<file path="src/rtl/bvflm_pkg.sv">
package bvflm_pkg;

    // Millivolt fields and the fixed-point filter value.
    localparam int MV_W        = 13;
    localparam int FRAC_BITS   = 8;
    localparam int FILT_W      = MV_W + FRAC_BITS;

    // Gains are Q1.8, so one is 256 and the product is shifted down by eight.
    localparam int GAIN_W      = 9;
    localparam int GAIN_SHIFT  = 8;
    localparam logic [GAIN_W-1:0] GAIN_ONE = GAIN_W'(1 << GAIN_SHIFT);
    localparam int PROD_W      = FILT_W + GAIN_W;

    localparam int CNT_W       = 8;
    localparam logic [CNT_W-1:0] CNT_MAX = {CNT_W{1'b1}};

    // Configuration port.
    localparam int CFG_IDX_W   = 3;
    localparam int CFG_DATA_W  = 13;

    localparam logic [CFG_IDX_W-1:0] CFG_RISE_GAIN     = 3'd0;
    localparam logic [CFG_IDX_W-1:0] CFG_FALL_GAIN     = 3'd1;
    localparam logic [CFG_IDX_W-1:0] CFG_DROP_REJECT   = 3'd2;
    localparam logic [CFG_IDX_W-1:0] CFG_LOW_THRESHOLD = 3'd3;
    localparam logic [CFG_IDX_W-1:0] CFG_LOW_LIMIT     = 3'd4;

    localparam logic [GAIN_W-1:0] RISE_GAIN_RST     = 9'd77;
    localparam logic [GAIN_W-1:0] FALL_GAIN_RST     = 9'd13;
    localparam logic [MV_W-1:0]   DROP_REJECT_RST   = 13'd100;
    localparam logic [MV_W-1:0]   LOW_THRESHOLD_RST = 13'd900;
    localparam logic [CNT_W-1:0]  LOW_LIMIT_RST     = 8'd30;

    typedef struct packed {
        logic [GAIN_W-1:0] rise_gain_q8;
        logic [GAIN_W-1:0] fall_gain_q8;
        logic [MV_W-1:0]   drop_reject_mv;
        logic [MV_W-1:0]   low_threshold_mv;
        logic [CNT_W-1:0]  low_count_limit;
    } cfg_t;

    // Beat from the filter stage to the monitor stage.
    typedef struct packed {
        logic [MV_W-1:0] filtered_mv;
        logic            rejected;
        logic            check;     // regular update: run the low-voltage check
    } mid_t;

endpackage

</file>
<file path="src/rtl/bvflm_in_if.sv">
interface bvflm_in_if import bvflm_pkg::*; ();
    logic            valid;
    logic            ready;
    logic [MV_W-1:0] sample_mv;
    logic            external_power;

    modport source (output valid, output sample_mv, output external_power, input ready);
    modport sink   (input valid, input sample_mv, input external_power, output ready);
endinterface

</file>
<file path="src/rtl/bvflm_out_if.sv">
interface bvflm_out_if import bvflm_pkg::*; ();
    logic             valid;
    logic             ready;
    logic [MV_W-1:0]  filtered_mv;
    logic             sample_rejected;
    logic [CNT_W-1:0] low_events;
    logic             sleep_request;

    modport source (output valid, output filtered_mv, output sample_rejected,
                    output low_events, output sleep_request, input ready);
    modport sink   (input valid, input filtered_mv, input sample_rejected,
                    input low_events, input sleep_request, output ready);
endinterface

</file>
<file path="src/rtl/bvflm_filter.sv">
module bvflm_filter import bvflm_pkg::*;
(
    input  logic       clk,
    input  logic       rst_n,
    bvflm_in_if.sink   samples,
    input  cfg_t       cfg,
    output mid_t       mid,
    output logic       mid_valid,
    input  logic       mid_ready
);

    logic              in_valid_reg;
    logic [MV_W-1:0]   in_sample_reg;
    logic              in_ext_reg;

    logic [FILT_W-1:0] filter_reg;
    logic [FILT_W-1:0] filter_next;
    logic              loaded_reg;

    mid_t              mid_reg;
    mid_t              mid_next;
    logic              mid_valid_reg;

    logic              mid_free;
    logic              adv;
    logic              take;

    logic [FILT_W-1:0] s_val;
    logic [FILT_W:0]   up_diff;
    logic [FILT_W-1:0] down_diff;
    logic              rising;
    logic [FILT_W-1:0] mag;
    logic [GAIN_W-1:0] gain;
    logic [PROD_W-1:0] prod;
    logic [FILT_W-1:0] step;
    logic              reject;

    function automatic logic [GAIN_W-1:0] sat_gain(input logic [GAIN_W-1:0] g);
        return (g > GAIN_ONE) ? GAIN_ONE : g;
    endfunction

    assign mid_free      = !mid_valid_reg || mid_ready;
    assign adv           = in_valid_reg && mid_free;
    assign samples.ready = !in_valid_reg || mid_free;
    assign take          = samples.valid && samples.ready;

    // One shared multiplier serves both directions; the borrow picks the side.
    assign s_val     = {in_sample_reg, {FRAC_BITS{1'b0}}};
    assign up_diff   = {1'b0, s_val} - {1'b0, filter_reg};
    assign down_diff = filter_reg - s_val;
    assign rising    = !up_diff[FILT_W] && (up_diff[FILT_W-1:0] != '0);
    assign mag       = rising ? up_diff[FILT_W-1:0] : down_diff;
    assign gain      = rising ? sat_gain(cfg.rise_gain_q8) : sat_gain(cfg.fall_gain_q8);
    assign prod      = PROD_W'(mag) * PROD_W'(gain);
    assign step      = prod[FILT_W+GAIN_SHIFT-1:GAIN_SHIFT];
    assign reject    = !rising && (down_diff > {cfg.drop_reject_mv, {FRAC_BITS{1'b0}}});

    always_comb
    begin
        filter_next       = filter_reg;
        mid_next.rejected = 1'b0;
        mid_next.check    = 1'b0;
        if (!in_ext_reg)
        begin
            if (!loaded_reg)
            begin
                filter_next = s_val;
            end
            else
            begin
                mid_next.check = 1'b1;
                if (rising)
                begin
                    filter_next = filter_reg + step;
                end
                else if (reject)
                begin
                    mid_next.rejected = 1'b1;
                end
                else
                begin
                    filter_next = filter_reg - step;
                end
            end
        end
        mid_next.filtered_mv = filter_next[FILT_W-1:FRAC_BITS];
    end

    always_ff @(posedge clk or negedge rst_n)
    begin
        if (!rst_n)
        begin
            in_valid_reg  <= 1'b0;
            mid_valid_reg <= 1'b0;
            filter_reg    <= '0;
            loaded_reg    <= 1'b0;
        end
        else
        begin
            if (take)
            begin
                in_valid_reg <= 1'b1;
            end
            else if (adv)
            begin
                in_valid_reg <= 1'b0;
            end

            if (adv)
            begin
                mid_valid_reg <= 1'b1;
                filter_reg    <= filter_next;
                if (!in_ext_reg)
                begin
                    loaded_reg <= 1'b1;
                end
            end
            else if (mid_ready)
            begin
                mid_valid_reg <= 1'b0;
            end
        end
    end

    always_ff @(posedge clk)
    begin
        if (take)
        begin
            in_sample_reg <= samples.sample_mv;
            in_ext_reg    <= samples.external_power;
        end
        if (adv)
        begin
            mid_reg <= mid_next;
        end
    end

    assign mid       = mid_reg;
    assign mid_valid = mid_valid_reg;

    // A spike can only be rejected once the filter holds a value.
    a_reject_needs_check: assert property (@(posedge clk) disable iff (!rst_n)
        mid_valid_reg && mid_reg.rejected |-> mid_reg.check && loaded_reg)
        else $error("rejected beat without a loaded filter");

    // A beat taken under external power leaves the filter untouched.
    a_ext_holds: assert property (@(posedge clk) disable iff (!rst_n)
        adv && in_ext_reg |=> $stable(filter_reg) && !mid_reg.check)
        else $error("filter moved under external power");

    // The value handed on always matches the filter state it came from.
    a_mid_tracks_filter: assert property (@(posedge clk) disable iff (!rst_n)
        mid_valid_reg |-> mid_reg.filtered_mv == filter_reg[FILT_W-1:FRAC_BITS])
        else $error("filtered value out of step with the filter state");

endmodule

</file>
<file path="src/rtl/bvflm_monitor.sv">
module bvflm_monitor import bvflm_pkg::*;
(
    input  logic       clk,
    input  logic       rst_n,
    input  mid_t       mid,
    input  logic       mid_valid,
    output logic       mid_ready,
    input  cfg_t       cfg,
    bvflm_out_if.source results
);

    logic [CNT_W-1:0] cnt_reg;
    logic [CNT_W-1:0] cnt_next;
    logic             sleep_reg;
    logic             sleep_next;

    logic             out_valid_reg;
    logic [MV_W-1:0]  out_mv_reg;
    logic             out_rej_reg;

    logic             adv;
    logic             low;

    assign mid_ready = !out_valid_reg || results.ready;
    assign adv       = mid_valid && mid_ready;
    assign low       = mid.filtered_mv < cfg.low_threshold_mv;

    always_comb
    begin
        cnt_next   = cnt_reg;
        sleep_next = sleep_reg;
        if (mid.check)
        begin
            if (low && (cnt_reg != CNT_MAX))
            begin
                cnt_next = cnt_reg + 1'b1;
            end
            if (cnt_next > cfg.low_count_limit)
            begin
                sleep_next = 1'b1;
            end
        end
    end

    always_ff @(posedge clk or negedge rst_n)
    begin
        if (!rst_n)
        begin
            out_valid_reg <= 1'b0;
            cnt_reg       <= '0;
            sleep_reg     <= 1'b0;
        end
        else
        begin
            if (adv)
            begin
                out_valid_reg <= 1'b1;
                cnt_reg       <= cnt_next;
                sleep_reg     <= sleep_next;
            end
            else if (results.ready)
            begin
                out_valid_reg <= 1'b0;
            end
        end
    end

    always_ff @(posedge clk)
    begin
        if (adv)
        begin
            out_mv_reg  <= mid.filtered_mv;
            out_rej_reg <= mid.rejected;
        end
    end

    assign results.valid           = out_valid_reg;
    assign results.filtered_mv     = out_mv_reg;
    assign results.sample_rejected = out_rej_reg;
    assign results.low_events      = cnt_reg;
    assign results.sleep_request   = sleep_reg;

    a_sleep_sticky: assert property (@(posedge clk) disable iff (!rst_n)
        sleep_reg |=> sleep_reg)
        else $error("sleep request dropped");

    a_count_step: assert property (@(posedge clk) disable iff (!rst_n)
        1'b1 |=> (cnt_reg == $past(cnt_reg)) || (cnt_reg == $past(cnt_reg) + 1'b1))
        else $error("low counter moved by more than one");

    a_count_only_on_beat: assert property (@(posedge clk) disable iff (!rst_n)
        !adv |=> $stable(cnt_reg) && $stable(sleep_reg))
        else $error("monitor state changed without a beat");

endmodule

</file>
<file path="src/rtl/battery_voltage_filter_low_monitor.sv">
// Battery voltage filter with low-battery monitor.
// samples (sink): one beat per check period carrying sample_mv and external_power.
// results (source): one beat per sample with filtered_mv, sample_rejected,
//   low_events and sleep_request.
// cfg_we/cfg_index/cfg_data write the gains, reject margin, low threshold and
//   count limit; write them only while no sample is in flight.
// A sample taken from samples is registered at the input, then in the filter
//   stage register, then in the result register that drives results.valid.
// Throughput: one sample per cycle while results.ready stays high. The filter
//   update (one 21x9 multiply with its add) is a loop through the filter
//   register, and the low counter forms the same kind of loop in the monitor stage.
// Reset clears the filter, its loaded flag, the low counter and the sleep
//   request, and restores the register defaults.
// When results.ready is low the result beat is held; the two stages ahead of
//   it still fill, after which samples.ready drops until the receiver takes it.
module battery_voltage_filter_low_monitor import bvflm_pkg::*;
(
    input  logic                  clk,
    input  logic                  rst_n,
    input  logic                  cfg_we,
    input  logic [CFG_IDX_W-1:0]  cfg_index,
    input  logic [CFG_DATA_W-1:0] cfg_data,
    bvflm_in_if.sink              samples,
    bvflm_out_if.source           results
);

    cfg_t cfg_reg;
    mid_t mid;
    logic mid_valid;
    logic mid_ready;

    always_ff @(posedge clk or negedge rst_n)
    begin
        if (!rst_n)
        begin
            cfg_reg.rise_gain_q8     <= RISE_GAIN_RST;
            cfg_reg.fall_gain_q8     <= FALL_GAIN_RST;
            cfg_reg.drop_reject_mv   <= DROP_REJECT_RST;
            cfg_reg.low_threshold_mv <= LOW_THRESHOLD_RST;
            cfg_reg.low_count_limit  <= LOW_LIMIT_RST;
        end
        else if (cfg_we)
        begin
            unique case (cfg_index)
                CFG_RISE_GAIN:     cfg_reg.rise_gain_q8     <= cfg_data[GAIN_W-1:0];
                CFG_FALL_GAIN:     cfg_reg.fall_gain_q8     <= cfg_data[GAIN_W-1:0];
                CFG_DROP_REJECT:   cfg_reg.drop_reject_mv   <= cfg_data[MV_W-1:0];
                CFG_LOW_THRESHOLD: cfg_reg.low_threshold_mv <= cfg_data[MV_W-1:0];
                CFG_LOW_LIMIT:     cfg_reg.low_count_limit  <= cfg_data[CNT_W-1:0];
                default:           ;
            endcase
        end
    end

    bvflm_filter u_filter (
        .clk       (clk),
        .rst_n     (rst_n),
        .samples   (samples),
        .cfg       (cfg_reg),
        .mid       (mid),
        .mid_valid (mid_valid),
        .mid_ready (mid_ready)
    );

    bvflm_monitor u_monitor (
        .clk       (clk),
        .rst_n     (rst_n),
        .mid       (mid),
        .mid_valid (mid_valid),
        .mid_ready (mid_ready),
        .cfg       (cfg_reg),
        .results   (results)
    );

endmodule

</file>
<file path="src/flat_wrapper.sv">
// flat-port wrapper written by rule: the top's interface ports become plain ports
module battery_voltage_filter_low_monitor_flat import bvflm_pkg::*;
  (clk, rst_n, cfg_we, cfg_index, cfg_data, samples_valid, samples_sample_mv, samples_external_power, samples_ready, results_valid, results_filtered_mv, results_sample_rejected, results_low_events, results_sleep_request, results_ready);
  bvflm_in_if samples_i ();
  bvflm_out_if results_i ();
  input  logic clk;
  input  logic rst_n;
  input  logic cfg_we;
  input  logic [CFG_IDX_W-1:0] cfg_index;
  input  logic [CFG_DATA_W-1:0] cfg_data;
  input wire logic [$bits(samples_i.valid)-1:0] samples_valid;
  input wire logic [$bits(samples_i.sample_mv)-1:0] samples_sample_mv;
  input wire logic [$bits(samples_i.external_power)-1:0] samples_external_power;
  output wire logic [$bits(samples_i.ready)-1:0] samples_ready;
  output wire logic [$bits(results_i.valid)-1:0] results_valid;
  output wire logic [$bits(results_i.filtered_mv)-1:0] results_filtered_mv;
  output wire logic [$bits(results_i.sample_rejected)-1:0] results_sample_rejected;
  output wire logic [$bits(results_i.low_events)-1:0] results_low_events;
  output wire logic [$bits(results_i.sleep_request)-1:0] results_sleep_request;
  input wire logic [$bits(results_i.ready)-1:0] results_ready;
  assign samples_i.valid = samples_valid;
  assign samples_i.sample_mv = samples_sample_mv;
  assign samples_i.external_power = samples_external_power;
  assign samples_ready = samples_i.ready;
  assign results_valid = results_i.valid;
  assign results_filtered_mv = results_i.filtered_mv;
  assign results_sample_rejected = results_i.sample_rejected;
  assign results_low_events = results_i.low_events;
  assign results_sleep_request = results_i.sleep_request;
  assign results_i.ready = results_ready;
  battery_voltage_filter_low_monitor u_core (.clk(clk), .rst_n(rst_n), .cfg_we(cfg_we), .cfg_index(cfg_index), .cfg_data(cfg_data), .samples(samples_i), .results(results_i));
endmodule
</file>
<file path="config.mk">
export PLATFORM = sky130hd
export DESIGN_NAME = battery_voltage_filter_low_monitor_flat
export DESIGN_NICKNAME = d
export VERILOG_FILES = /design/src/rtl/bvflm_pkg.sv /design/src/rtl/bvflm_in_if.sv /design/src/rtl/bvflm_out_if.sv /design/src/rtl/bvflm_filter.sv /design/src/rtl/bvflm_monitor.sv /design/src/rtl/battery_voltage_filter_low_monitor.sv /design/src/flat_wrapper.sv
export SDC_FILE = /design/constraint.sdc
export NUM_CORES = 1
export LEC_CHECK = 0
export ABC_AREA = 1
export BUFFER_PORTS_ARGS = -buffer_cell sky130_fd_sc_hd__buf_2
export CORE_MARGIN = 2
export CORE_UTILIZATION = 55
export DETAILED_ROUTE_END_ITERATION = 8
export PLACE_DENSITY = 0.72
export REMOVE_ABC_BUFFERS = 1
export SYNTH_ARGS = -nofsm -noshare
export SYNTH_HDL_FRONTEND = slang
export SYNTH_HIERARCHICAL = 1
export SYNTH_SLANG_ARGS = --single-unit
</file>
<file path="constraint.sdc">
create_clock -name clk -period 10.2 [get_ports clk]
set_input_delay 0.51 -clock clk [delete_from_list [all_inputs] [get_ports clk]]
set_output_delay 0.51 -clock clk [all_outputs]
set_load 0.03 [all_outputs]
</file>
# Word level (Yosys, flattened, before mapping)
# Index checks and enable logic that the tools add are counted.
# word_totals
ff_bits,129
latchBits,0
ram_bits,0
mem_bits_ro,0
input_bits,35
output_inout_bits,25
wordCells,86
n_memories,0
# classes
addsub,5
multipliers,1
n_div,0
magnitude_cmp,5
eq_ne,6
shift,0
muxes,18
bitwise_logic,2
reduce_logical,29
# op_table
operator,n
2-to-1 mux 21 bit,5
subtractor 21 bit,2
multiplier 21 x 9 -> 29 bit,1
2-to-1 mux 9 bit,3
subtractor 21 x 21 -> 22 bit,1
adder 21 bit,1
greater-than comparator 21 bit,1
nonzero test 21 bit,1
greater-than comparator 9 bit (second input constant),2
2-to-1 mux 8 bit,2
AND reduction 2 bit,7
< comparator 13 bit,1
adder 8 x 1 -> 8 bit (second input constant),1
greater-than comparator 8 bit,1
2-to-1 mux 1 bit,8
!= test 8 bit (second input constant),1
equality test 3 x 2 -> 1 bit (second input constant),2
logical AND 1 bit,6
AND reduction 3 bit,2
nonzero test 2 bit,3
zero test 1 bit,5
equality test 3 x 1 -> 1 bit (second input constant),1
equality test 3 bit (second input constant),1
zero test 3 bit,1
other kinds (4),7

# Depth between registers and ports, before layout
# Gate-level depths: netlist (run 1).
# logic_depth
depth_word,10
depth_mapped,69
depth_no_buf,64

# Cells and area by module
# Netlist (run 1), hierarchy kept.
# modules_own_cells
mod,n_inst,cells_per_inst,area_per_inst_um2,seq_area_each_um2
bvflm_filter,1,1732,12236.7,1471.4
battery_voltage_filter_low_monitor,1,235,2102.0,1323.8
bvflm_monitor,1,208,1674.1,670.6

# Least setup slack after synthesis (run 1)
# Ideal clock, no wire load.
# synth_path
kind,register to register
from,register u_core.u_filter.filter_reg[8]
to,"register u_core.u_filter.mid_reg, in the netlist u_core/u_filter/mid[13], data pin"
setup_time_ns,0.267
arrival_ns,8.748
t_required_ns,9.933
setup_slack_ns,1.185
stages_incl_launch_ff,54
n_path_buf,4
synth_period_minus_slack_ns,9.015
path_cell_list,dfrtp_1 inv_1 ha_1 inv_1 fa_1 nor2_1 nor2_1 nand2_1 nand2_1 nand3_1 nand3_1 nor2_2 nand3_4 nand2_4 buf_4 clkbuf_1 nand2_1 o21ai_0 [... 18 more ...] ha_1 clkbuf_1 a21oi_1 nand2_1 a21oi_1 o21ai_1 a21boi_0 o21ai_1 a21boi_0 o21ai_1 a21boi_0 inv_1 a31oi_1 nand2_1 o21ai_1 nand3_1 o21ai_1 o21ai_0
# synth_via
elab_chain_len,10
elab_cells_between_ends,17
classes_between,add/sub (4); mul (1); order compare (1); mux (6); reduce/logical (5)
# synth_lines
item,line_no,text
"start, declared",bvflm_filter.sv:16,logic [FILT_W-1:0] filter_reg;
"start signal, assigned",bvflm_filter.sv:112,filter_reg <= filter_next;
subtractor 21 x 21 -> 22 bit,bvflm_filter.sv:49,"assign up_diff = {1'b0, s_val} - {1'b0, filter_reg};"
nonzero test 21 bit / zero test 1 bit (equally long branches),bvflm_filter.sv:51,assign rising = !up_diff[FILT_W] && (up_diff[FILT_W-1:0] != '0);
logical AND 1 bit,bvflm_filter.sv:51,
2-to-1 mux 21 bit / 2-to-1 mux 9 bit (equally long branches),"bvflm_filter.sv:52, bvflm_filter.sv:53",
multiplier 21 x 9 -> 29 bit,bvflm_filter.sv:54,assign prod = PROD_W'(mag) * PROD_W'(gain);
subtractor 21 bit,bvflm_filter.sv:82,filter_next = filter_reg - step;
2-to-1 mux 21 bit,bvflm_filter.sv:76,else if (reject)
2-to-1 mux 21 bit (*),bvflm_filter.sv:72,if (rising)
2-to-1 mux 21 bit (*),bvflm_filter.sv:65,if (!loaded_reg)
2-to-1 mux 21 bit (*),bvflm_filter.sv:63,if (!in_ext_reg)
net u_core.u_filter.filter_next[19],bvflm_filter.sv:17,logic [FILT_W-1:0] filter_next;
"end signal, assigned",bvflm_filter.sv:134,mid_reg <= mid_next;
"end, declared",bvflm_filter.sv:20,mid_t mid_reg;
# Mark *: on every way through the listed nets, which the timed path passes. The rest lies on a longest branch. The select of a mux whose other input is x is not followed.
# A chain may end at the register's enable or synchronous reset.

# Worst setup path in the final report (run 1)
# layout_path
from,register u_core.u_filter.filter_reg[18]
to,"register u_core.u_filter.mid_reg, in the netlist u_core/u_filter/mid[14], data pin"
# Same word-level chain as after synthesis.

==> metrics.md, run 1 <==
| Metric | Value |
|---|---|
| Clock sink count | `129` |
| Mean area per synthesized cell | `7.362 um^2` |
| Fin nets | `around 2600` |
| FF-to-FF Start | `u_core/u_filter/filter_reg[18]$_DFFE_PN0P_` |
| Top cell type's share of synthesized area | `16.88%` |
| Die height | `174.6 um` |
| Starting Density | `a little under three fifths` |
| Maximum clock frequency | `~0.10 GHz` |
| Type of the worst setup path | `reg2reg` |
| Yosys cell types | `58` |
| Antenna diodes | `0` |
| Fin. max-slew vios | `0` |
| CP startpoint | `u_core/u_filter/filter_reg[18]$_DFFE_PN0P_` |
| Run status | `finished clean` |
| Cell Rows | `62` |
| Reg2reg setup slack | `0.67 ns` |
| R2R depth | `50` |
| Post-DR vias/cell | `5.489` |
| Worst path arrival time | `9.71 ns` |
| Type of origin of the critical path | `flip-flop` |
| CP dominant cell by count | `nand2_1` |
| DRC Markers | `0` |
| Largest area contributor in the netlist | `fa_1` |
| Routed WL | `45430 um` |
| Slowest stage delay, CP | `0.60 ns` |
| Top-level I/O count | `60` |
| Number of synthesized flops with an enable pin | `43` |
| H-tree depth | `4` |
| Worst Setup End Kind | `flip-flop` |
| Fin Clk Skew | `roughly 0.010 ns` |
| RSZ-0062 raised after global routing | `no` |
| Synth top area cells | `fa_1, nand2_1, ha_1, dfrtp_1, inv_1` |
| Crit path to | `u_core/u_filter/mid[14]$_DFFE_PP_` |
| Rel. slew slack | `a little under a third` |
| M3 GR Usage | `under 10%` |
| First-pass GRT wire length | `73840 um` |
| Post-Syn Instances | `2175` |
| Vias in the first global route | `14480` |
| Inserted Clock Buffers | `17` |
| #FFs+latches synth | `129` |
| Top-count cell post-synth | `nand2_1` |
| TritonCTS clock tree | `done` |
| HP Class | `in2async` |
| GPL Wtd Cong | `0.9766` |
| Largest net degree at the start of global routing | `48` |
| Core Region | `28700 um^2` |
| Critical-path top delay cell | `o21ai_1` |
| Maximum fanout along the worst path | `16` |
| Worst-Margin Slew | `1.026 ns` |
| Fraction of layout cells with a size suffix above 1 | `a little over a tenth` |
| Maximum clock insertion buffer count | `2` |
| Core Util, Final | `between 60% and 70%` |
| Fill count | `2611` |
| Starting DRC count in detailed routing | `1373` |
| Worst-Skew Late Latency | `approximately 0.42 ns` |
| Max reg flops | `52` |
| Chip width | `174.6 um` |
| DP Wirelength | `36350 um` |
| IO buf count | `59` |
| Tmin final | `between 9 and 10 ns` |
| Area grow syn2layout | `9.704%` |
| Initial antenna violation count | `0` |
| Most instantiated cells after synthesis | `nand2_1, inv_1, nor2_1, ha_1, fa_1` |
| Busiest grt layer | `met2` |
| Clk slew on worst S/H paths | `0.06 ns` |
| Top_reg_cell synth | `dfrtp_1` |
| Worst r2r dst | `u_core/u_filter/mid[14]$_DFFE_PP_` |
| Asr flop ratio synth | `66.67%` |
| Synthesized cell area | `16010 um^2` |
| Hold Fails Final Rpt | `0` |
| GR Layer Usage met2 | `50.53%` |
| Setup violators final | `0` |
| Gr usage total | `a little over 30%` |
| Fin crit share | `93.48%` |
| GR Util met1 | `roughly 42%` |
| Post-DR wirelength/cell | `approximately 17 um` |
| Max-Cap Viols | `0` |
| Crit path required time | `between 10 and 15 ns` |
| Final setup TNS | `0 ns` |
| Yosys warns | `6` |
| Congestion Overflow GR | `0` |
| Final antenna-violating net count | `0` |
| Die area | `30500 um^2` |
| First-pass detailed-route iteration total | `6` |
| Cts hold-fix bufs | `0` |
| Sequential share of the synthesized area | `21.64%` |
| Routed via count | `14490` |
| Root Driver | `clkbuf_16` |
## worst max-delay path, delay by kind of cell (launching register included)
family	cells	cell delay [ns]
fa+ha+maj	7	3.17
buf+inv	8	0.67
flops	1	0.49
simple gates	27	2.88
compound gates	8	2.05
## placed cells by master (no fill, tap or decap), drive strengths merged, types with 2 or more instances in the layout
cell      instances
o211ai            6
a21o              5
nor2            193
o21a              5
nand3b            3
ha              148
nand4            19
o22ai             3
a221oi            2
clkbuf           18
inv             428
clkinv           15
a21oi           120
o21ai           117
nand2           555
a211oi            3
buf              99
edfxtp           43
clkinvlp          3
xnor2            12
o2111ai           2
nor4              4
or2               3
fa              135
o21bai            6
dfstp            18
a21boi            6
o311ai            3
a31oi             5
nand3           125
nor3              9
o41ai             2
o31ai             7
dfrtp            68
xor2             51
a32oi             2
and2              9
## worst min-delay path by stage
| stage | slack (ns) | to | depth (start not counted) | startpoint |
|---|---|---|---|---|
| floorplan | 0.21 | u_core/cfg_reg[0]$_DFFE_PN0P_ | 0 | rst_n |
| global placement | 0.41 | u_core/u_monitor/results.sample_rejected$_DFFE_PP_ | 0 | u_core/u_filter/mid[1]$_SDFFCE_PP0P_ |
| detailed placement | 0.43 | u_core/u_monitor/results.sample_rejected$_DFFE_PP_ | 0 | u_core/u_filter/mid[1]$_SDFFCE_PP0P_ |
| CTS | 0.08 | u_core/u_monitor/results.low_events[1]$_DFFE_PN0P_ | 1 | rst_n |
| global route | 0.1 | u_core/u_monitor/results.low_events[1]$_DFFE_PN0P_ | 1 | rst_n |
| finish | 0.07 | u_core/u_monitor/results.low_events[1]$_DFFE_PN0P_ | 1 | rst_n |
## through the flow
stage                     instance area [um^2]  setup slack, ns  hold WS [ns]  std cells
after global routing                     17570        0.0001696       0.09515       2639
final                                    17570           0.6651       0.06685       2639
after detailed placement                 16820           0.1289        0.4300       2601
after floorplan                          15780           0.8412        0.2144       2123
after global placement                   16820           0.1975        0.4065       2601
after CTS                                17370          0.09116       0.07721       2633
## metal layers
layer  part of all wire (%)  up-vias
li1                       -     6914
met5                      0        -
met4                    3.0        0
met3                    6.1       86
met1                     44     6941
met2                     47      544
## cell families after synthesis
family          after synthesis  share of synthesized area [%]
simple gates                920                          24.34
buf+inv                     485                          11.61
compound gates              295                          10.47
fa+ha+maj                   283                          28.44
flops                       129                          21.64
xor+xnor                     63                          3.493
## what timing repair did
item / 4_1_cts / 5_1_grt
setup endpoints to repair: 0 / 19
buffers inserted: 0 / 5
resized for setup: 0 / 45
## layout make-up
cell class	count	area, um^2	area share, %
Clock inverter	14	116.4	0.6624
Sequential cell	129	3466	19.73
Multi-Input combinational cell	1562	10830	61.63
Timing Repair Buffer	99	616.8	3.511
Tap cell	384	480.5	2.735
Clock buffer	18	429.2	2.443
Inverter	433	1632	9.288
Power of run 1 is left out: the tool's default activity adds up to more than one toggle a clock period on the data nets, which glitch-free logic cannot reach.
==> run 2, diff against run 1 <==
--- a/config.mk
+++ b/config.mk
@@ -7,6 +7,7 @@
 export LEC_CHECK = 0
 export ABC_AREA = 1
 export BUFFER_PORTS_ARGS = -buffer_cell sky130_fd_sc_hd__buf_2
+export CORE_ASPECT_RATIO = 2
 export CORE_MARGIN = 2
 export CORE_UTILIZATION = 55
 export DETAILED_ROUTE_END_ITERATION = 8
==> run 2 against run 1 <==
Register-to-register slack improved by 0.05 ns. Count of clock-buffer cells in the layout rose by 4. Critical path depth rose by 2.
==> metrics.md, run 2 (synthesis gave the netlist of run 1 again) <==
| Metric | Value |
|---|---|
| Worst Setup End Kind | `flip-flop` |
| Post-DR wirelength/cell | `18.74 um (+8.8%)` |
| DRC Markers | `0 (unchanged)` |
| Routed WL | `50340 um (+11%)` |
| Non-Filler Instances | `2687 (+1.8%)` |
| Worst path arrival time | `9.66 ns (-0.05 ns)` |
| Post-DR vias/cell | `5.587 (+1.8%)` |
| Maximum clock frequency | `0.1055 GHz (+0.56%)` |
| Rel. slew slack | `28.61% (-2.9 points)` |
| IO buf count | `59 (unchanged)` |
| Type of origin of the critical path | `flip-flop` |
| Final antenna-violating net count | `0 (unchanged)` |
| Fin. max-slew vios | `0 (unchanged)` |
| Crit path required time | `10.38 ns (about the same)` |
| Placed Instances | `2641 (+1.5%)` |
| HP Class | `in2async` |
| First-pass detailed-route iteration total | `6 (unchanged)` |
| Final setup TNS | `0 ns (unchanged)` |
| Die area | `30580 um^2 (+0.27%)` |
| Max reg flops | `52 (unchanged)` |
| GPL Wtd Cong | `1.081 (+11%)` |
| Chip width | `124.7 um (-29%)` |
| TritonCTS clock tree | `done` |
| Largest net degree at the start of global routing | `63 (+31%)` |
| First-pass GRT wire length | `79290 um (+7.4%)` |
| DP Wirelength | `41170 um (+13%)` |
| Maximum clock insertion buffer count | `2 (unchanged)` |
| Starting Density | `55.72% (-0.068 points)` |
| CP dominant cell by count | `nand2_1` |
| Max-Cap Viols | `0 (unchanged)` |
| Clock sink count | `129 (unchanged)` |
| Congestion Overflow GR | `0 (unchanged)` |
| Starting DRC count in detailed routing | `865 (-37%)` |
| Initial antenna violation count | `0 (unchanged)` |
| Run status | `finished clean` |
| Antenna diodes | `0 (unchanged)` |
| Inserted Clock Buffers | `17 (unchanged)` |
| Worst-Margin Slew | `1.060 ns (+0.03365 ns)` |
| Fraction of layout cells with a size suffix above 1 | `13.45% (+2.6 points)` |
| Tmin final | `9.482 ns (-0.05265 ns)` |
| Fin nets | `2632 (+2.8%)` |
| Vias in the first global route | `15570 (+7.5%)` |
| Maximum fanout along the worst path | `20 (+4)` |
| Gr usage total | `33.35% (+2.8 points)` |
| Area grow syn2layout | `13.25%` |
| Hold Fails Final Rpt | `0 (unchanged)` |
| Fin Clk Skew | `0.01087 ns (+0.0008005 ns)` |
| Worst-Skew Late Latency | `0.43 ns (about the same)` |
| Fill count | `2567 (-1.7%)` |
| Critical path's top delay family | `adder cells` |
| Core Region | `28740 um^2 (+0.12%)` |
| Most frequent cells in the layout | `nand2_1, inv_1, nor2_1` |
| Core Util, Final | `63.11% (+1.9 points)` |
| Routed via count | `15010 (+3.6%)` |
| Root Driver | `clkbuf_16` |
| Most common cell after layout, fill and taps aside | `nand2_1` |
| Fin crit share | `92.96% (-0.52 points)` |
| Clk slew on worst S/H paths | `0.06 ns (about the same)` |
| CP bufs+invs | `9 (+1)` |
| Critical-path top delay cell | `fa_1` |
| Cts hold-fix bufs | `0 (unchanged)` |
| Slowest stage delay, CP | `0.56 ns (-0.04 ns)` |
| Type of the worst setup path | `reg2reg` |
| Cell Rows | `88 (+42%)` |
| Top-level I/O count | `60 (unchanged)` |
| Die height | `245.3 um (+40%)` |
| Setup violators final | `0 (unchanged)` |
| H-tree depth | `4 (unchanged)` |
## run 2: metrics by stage
stage / area (um^2) / worst slack, ns / hold slack [ns]
floorplan: 15780 / 0.8412 / 0.2144
global placement: 17270 / 0.05130 / 0.4401
detailed placement: 17270 / -0.09280 / 0.4416
CTS: 17910 / 0.007915 / 0.01705
global route: 18130 / -0.09837 / 0.03181
finish: 18130 / 0.7178 / 0.005258
## run 2: what timing repair did
action,in CTS,in global routing
setup endpoints to repair,2,26
setup buffers,0,13
pin swaps,0,3
gates cloned,0,1
gates resized for setup,2,37
## run 2: layout make-up
| cell class | instances | area [um^2] | area share, % |
|---|---|---|---|
| Clock buffer | 22 | 496.7 | 2.739 |
| Timing Repair Buffer | 171 | 1146 | 6.320 |
| Sequential cell | 129 | 3466 | 19.11 |
| Clock inverter | 10 | 145.1 | 0.8003 |
| Multi-Input combinational cell | 1562 | 10800 | 59.53 |
| Tap cell | 360 | 450.4 | 2.484 |
| Inverter | 433 | 1635 | 9.018 |
## run 2: metal layers
metal  global-route usage [%]  wire length (um)
met5                        0                 0
met4                    27.23              4846
met3                    4.439              2332
met2                    60.19             26000
met1                    34.03             17170
## run 2: final timing paths
path                                                           start                                            endpoint  slack (ns)  cells past startpoint
max                        u_core/u_filter/filter_reg[8]$_DFFE_PN0P_                   u_core/u_filter/mid[14]$_DFFE_PP_        0.72                     52
min                                                            rst_n  u_core/u_monitor/results.low_events[2]$_DFFE_PN0P_       0.005                      1
max reg2reg                u_core/u_filter/filter_reg[8]$_DFFE_PN0P_                   u_core/u_filter/mid[14]$_DFFE_PP_        0.72                     52
min reg2reg                     u_core/u_filter/mid[1]$_SDFFCE_PP0P_  u_core/u_monitor/results.sample_rejected$_DFFE_PP_        0.45                      0
max in group asynchronous                                      rst_n                      u_core/cfg_reg[28]$_DFFE_PN0P_        9.04                      2
min in group clk                                samples_sample_mv[5]          u_core/u_filter/in_sample_reg[5]$_DFFE_PP_        0.25                      1
Power of run 2 is left out for the same reason.
==> run 3, diff against run 2 <==
--- a/config.mk
+++ b/config.mk
@@ -5,8 +5,8 @@
 export SDC_FILE = /design/constraint.sdc
 export NUM_CORES = 1
 export LEC_CHECK = 0
-export ABC_AREA = 1
 export BUFFER_PORTS_ARGS = -buffer_cell sky130_fd_sc_hd__buf_2
+export CAP_MARGIN = 10
 export CORE_ASPECT_RATIO = 2
 export CORE_MARGIN = 2
 export CORE_UTILIZATION = 55
==> run 3 against run 2 <==
The flow now finishes with violations (negative setup slack). Cell area increased by 15%. First-iteration DRC count increased by 11%. Utilization up 11 points. Critical path depth decreased by 9. Largest cell class unchanged. Worst hold slack better by 0.065 ns. Maximum frequency fell by 9.9%. Via count is 1.5% lower. Critical path type unchanged. Clock skew is 0.00085 ns lower. Register-to-register slack worse by 1.0 ns. Die area fell by 1.4%.
==> metrics.md, run 3 <==
| Metric | Value |
|---|---|
| Clock sink count | `129 (unchanged)` |
| Maximum clock frequency | `0.09506 GHz (-9.9%)` |
| Die area | `30150 um^2 (-1.4%)` |
| Multiplexer area fraction after synthesis | `5.423% (+5.4 points)` |
| Worst-Skew Late Latency | `0.43 ns (about the same)` |
| Area grow syn2layout | `32.27%` |
| IO buf count | `59 (unchanged)` |
| Mean area per synthesized cell | `8.832 um^2 (+20%)` |
| Fin. max-slew vios | `0 (unchanged)` |
| Top_reg_cell synth | `dfrtp_1` |
| Synthesized cell area | `15780 um^2 (-1.4%)` |
| #FFs+latches synth | `129 (unchanged)` |
| Vias in the first global route | `15780 (+1.3%)` |
| Largest family of logic cells by synthesized area | `adder cells` |
| Fraction of layout cells with a size suffix above 1 | `33.15% (+20 points)` |
| Worst r2r dst | `u_core/u_filter/mid[14]$_DFFE_PP_` |
| Setup violators final | `18 (+18)` |
| Most instantiated cells after synthesis | `inv_1, nand2_1, nor2_1, ha_1, fa_1` |
| Max reg flops | `52 (unchanged)` |
| Finished Cell Area | `20880 um^2 (+15%)` |
| R2R depth | `43 (-17%)` |
| Post-DR wirelength/cell | `20.91 um (+12%)` |
| Post-Syn Instances | `1787 (-18%)` |
| Fin crit share | `103.1% (+10 points)` |
| Worst Setup End Kind | `flip-flop` |
| H-tree depth | `4 (unchanged)` |
| Starting Density | `55.98% (+0.26 points)` |
| Post-DR vias/cell | `5.814 (+4.1%)` |
| Slowest stage delay, CP | `0.52 ns (-0.04 ns)` |
| Antenna diodes | `0 (unchanged)` |
| Worst path arrival time | `10.69 ns (+1.03 ns)` |
| Top cell type's share of synthesized area | `17.12% (+0.25 points)` |
| Synth Area in Simple Gates | `16.68% (-7.7 points)` |
| Largest net degree at the start of global routing | `87 (+38%)` |
| Type of origin of the critical path | `flip-flop` |
| TritonCTS clock tree | `done` |
| Largest area contributor in the netlist | `fa_1` |
| Routed WL | `53180 um (+5.6%)` |
| Initial antenna violation count | `0 (unchanged)` |
| Post-Synth Adder-Cell Area | `28.86% (+0.41 points)` |
| Sequential share of the synthesized area | `21.96% (+0.32 points)` |
| GPL Wtd Cong | `0.9822 (-9.1%)` |
| HP Class | `in2async` |
| Synth top area cells | `fa_1, ha_1, dfrtp_1, edfxtp_1, inv_1` |
| Clk slew on worst S/H paths | `0.06 ns (about the same)` |
| Top-level I/O count | `60 (unchanged)` |
| Fin nets | `2492 (-5.3%)` |
| Die height | `243.6 um (-0.71%)` |
| Critical-path top delay cell | `fa_1` |
| Most frequent cells in the layout | `buf_4, inv_1, nand2_1` |
| Failing checks | `negative setup slack` |
| RSZ-0062 raised after global routing | `yes` |
| CP dominant cell by count | `fa_1` |
| Area after DPL | `18760 um^2 (+8.6%)` |
| Crit path required time | `10.37 ns (about the same)` |
| Asr flop ratio synth | `66.67% (unchanged)` |
| DRC Markers | `0 (unchanged)` |
| Maximum clock insertion buffer count | `2 (unchanged)` |
| Cell Rows | `87 (-1.1%)` |
| Worst-Margin Slew | `1.195 ns (+0.1355 ns)` |
| Core Region | `28190 um^2 (-1.9%)` |
| Synth Area in Compound Gates | `14.01% (+3.5 points)` |
| Yosys cell types | `95 (+64%)` |
| Rel. slew slack | `19.18% (-9.4 points)` |
| Run status | `finished, violations left` |
| DP Wirelength | `42310 um (+2.8%)` |
| Root Driver | `clkbuf_16` |
| Type of the worst setup path | `reg2reg` |
| Inserted Clock Buffers | `17 (unchanged)` |
| Setup ws final | `-0.3194 ns (-1.037 ns)` |
| Hold Fails Final Rpt | `0 (unchanged)` |
| Most common cell after layout, fill and taps aside | `buf_4` |
| Worst slack, placed | `-0.8639 ns (-0.7711 ns)` |
| Top-count cell post-synth | `inv_1` |
| Congestion Overflow GR | `0 (unchanged)` |
| Tmin final | `10.52 ns (+1.037 ns)` |
| Chip width | `123.8 um (-0.70%)` |
| Reg2reg setup slack | `-0.32 ns (-1.04 ns)` |
| Fin Clk Skew | `0.01002 ns (-0.0008465 ns)` |
| Maximum fanout along the worst path | `6 (-70%)` |
| Gr usage total | `35.49% (+2.1 points)` |
| Core Util, Final | `74.05% (+11 points)` |
| Max-Cap Viols | `0 (unchanged)` |
| First-pass GRT wire length | `81290 um (+2.5%)` |
| FF-to-FF Start | `u_core/u_filter/filter_reg[1]$_DFFE_PN0P_` |
| Final antenna-violating net count | `0 (unchanged)` |
| First-pass detailed-route iteration total | `6 (unchanged)` |
| Number of synthesized flops with an enable pin | `43 (unchanged)` |
| Yosys warns | `6 (unchanged)` |
| Routed via count | `14780 (-1.5%)` |
| Synth Area in XOR/XNOR | `4.717% (+1.2 points)` |
| Starting DRC count in detailed routing | `959 (+11%)` |
-- run 3: cell types whose count changed in the layout (fill, tap and decap cells not counted), moves of 40 or more --
| cell | previous run | this run |
|---|---|---|
| nand2_1 | 532 | 188 |
| buf_4 | 111 | 340 |
| inv_1 | 413 | 276 |
| nand3_1 | 120 | 29 |
| mux2_2 | 0 | 58 |
| a21oi_1 | 114 | 57 |
| o21ai_0 | 91 | 40 |
| xnor2_1 | 11 | 51 |
-- run 3: cell families after synthesis --
logic type,Yosys count
mux,77
xor+xnor,85
fa+ha+maj,283
flops,129
buf+inv,342
compound gates,321
simple gates,550
-- run 3: per-stage QoR --
step / TNS [ns] / std cells / hold WS, ns
global placement: -9.414 / 2457 / 0.4064
detailed placement: -13.42 / 2457 / 0.4146
finish: -3.283 / 2543 / 0.06993
CTS: -0.01362 / 2512 / 0.2523
global route: -11.78 / 2543 / 0.1126
floorplan: -43.57 / 1729 / 0.2144
-- run 3: worst max-delay path, delay by kind of cell, from the launching register on --
kind / cells / cell delay [ns]
AOI/OAI and AO/OA: 13 / 2.93
adders and majority gates: 7 / 2.66
and+or+nand+nor: 11 / 2.48
xor gates and xnor gates: 4 / 0.93
buffers and inverters: 8 / 0.86
DFF: 1 / 0.39
-- run 3: area by class of cell --
class	instances	area [um^2]
Sequential cell	129	3467
Clock buffer	17	425.4
Fill cell	2098	7317
Inverter	284	1066
Timing Repair Buffer	425	3251
Clock inverter	15	163.9
Multi-Input combinational cell	1317	12060
Tap cell	356	445.4
-- run 3: metal layers --
metal / wire (um) / part of all wire [%] / track usage, %
met1: 17930 / 34 / 36.74
met2: 28360 / 53 / 63.53
met3: 2004 / 3.8 / 3.418
met4: 4886 / 9.2 / 27.37
met5: 0 / 0 / 0
-- run 3: worst max-delay path by stage --
stage,slack (ns),cells after the start,to,from
after floorplan,-1.96,39,u_core/u_filter/mid[12]$_DFFE_PP_,u_core/u_filter/filter_reg[1]$_DFFE_PN0P_
after global placement,-0.66,45,u_core/u_filter/mid[8]$_DFFE_PP_,u_core/u_filter/filter_reg[0]$_DFFE_PN0P_
after detailed placement,-0.86,44,u_core/u_filter/mid[12]$_DFFE_PP_,u_core/u_filter/filter_reg[0]$_DFFE_PN0P_
after CTS,-0.01,42,u_core/u_filter/mid[12]$_DFFE_PP_,u_core/u_filter/in_sample_reg[5]$_DFFE_PP_
after global routing,-0.71,44,u_core/u_filter/mid[14]$_DFFE_PP_,u_core/u_filter/filter_reg[1]$_DFFE_PN0P_
final,-0.32,43,u_core/u_filter/mid[14]$_DFFE_PP_,u_core/u_filter/filter_reg[1]$_DFFE_PN0P_
-- run 3: what timing repair did --
| action | CTS | global route |
|---|---|---|
| setup endpoints to repair | 25 | 25 |
| endpoints found under the hold margin | 0 | 0 |
| gates resized for setup | 94 | 131 |
| setup buffers | 23 | 32 |
| gates cloned | 0 | 1 |
| hold buffers | 0 | 0 |
| pin swaps | 39 | 83 |
Power of run 3 is left out for the same reason.
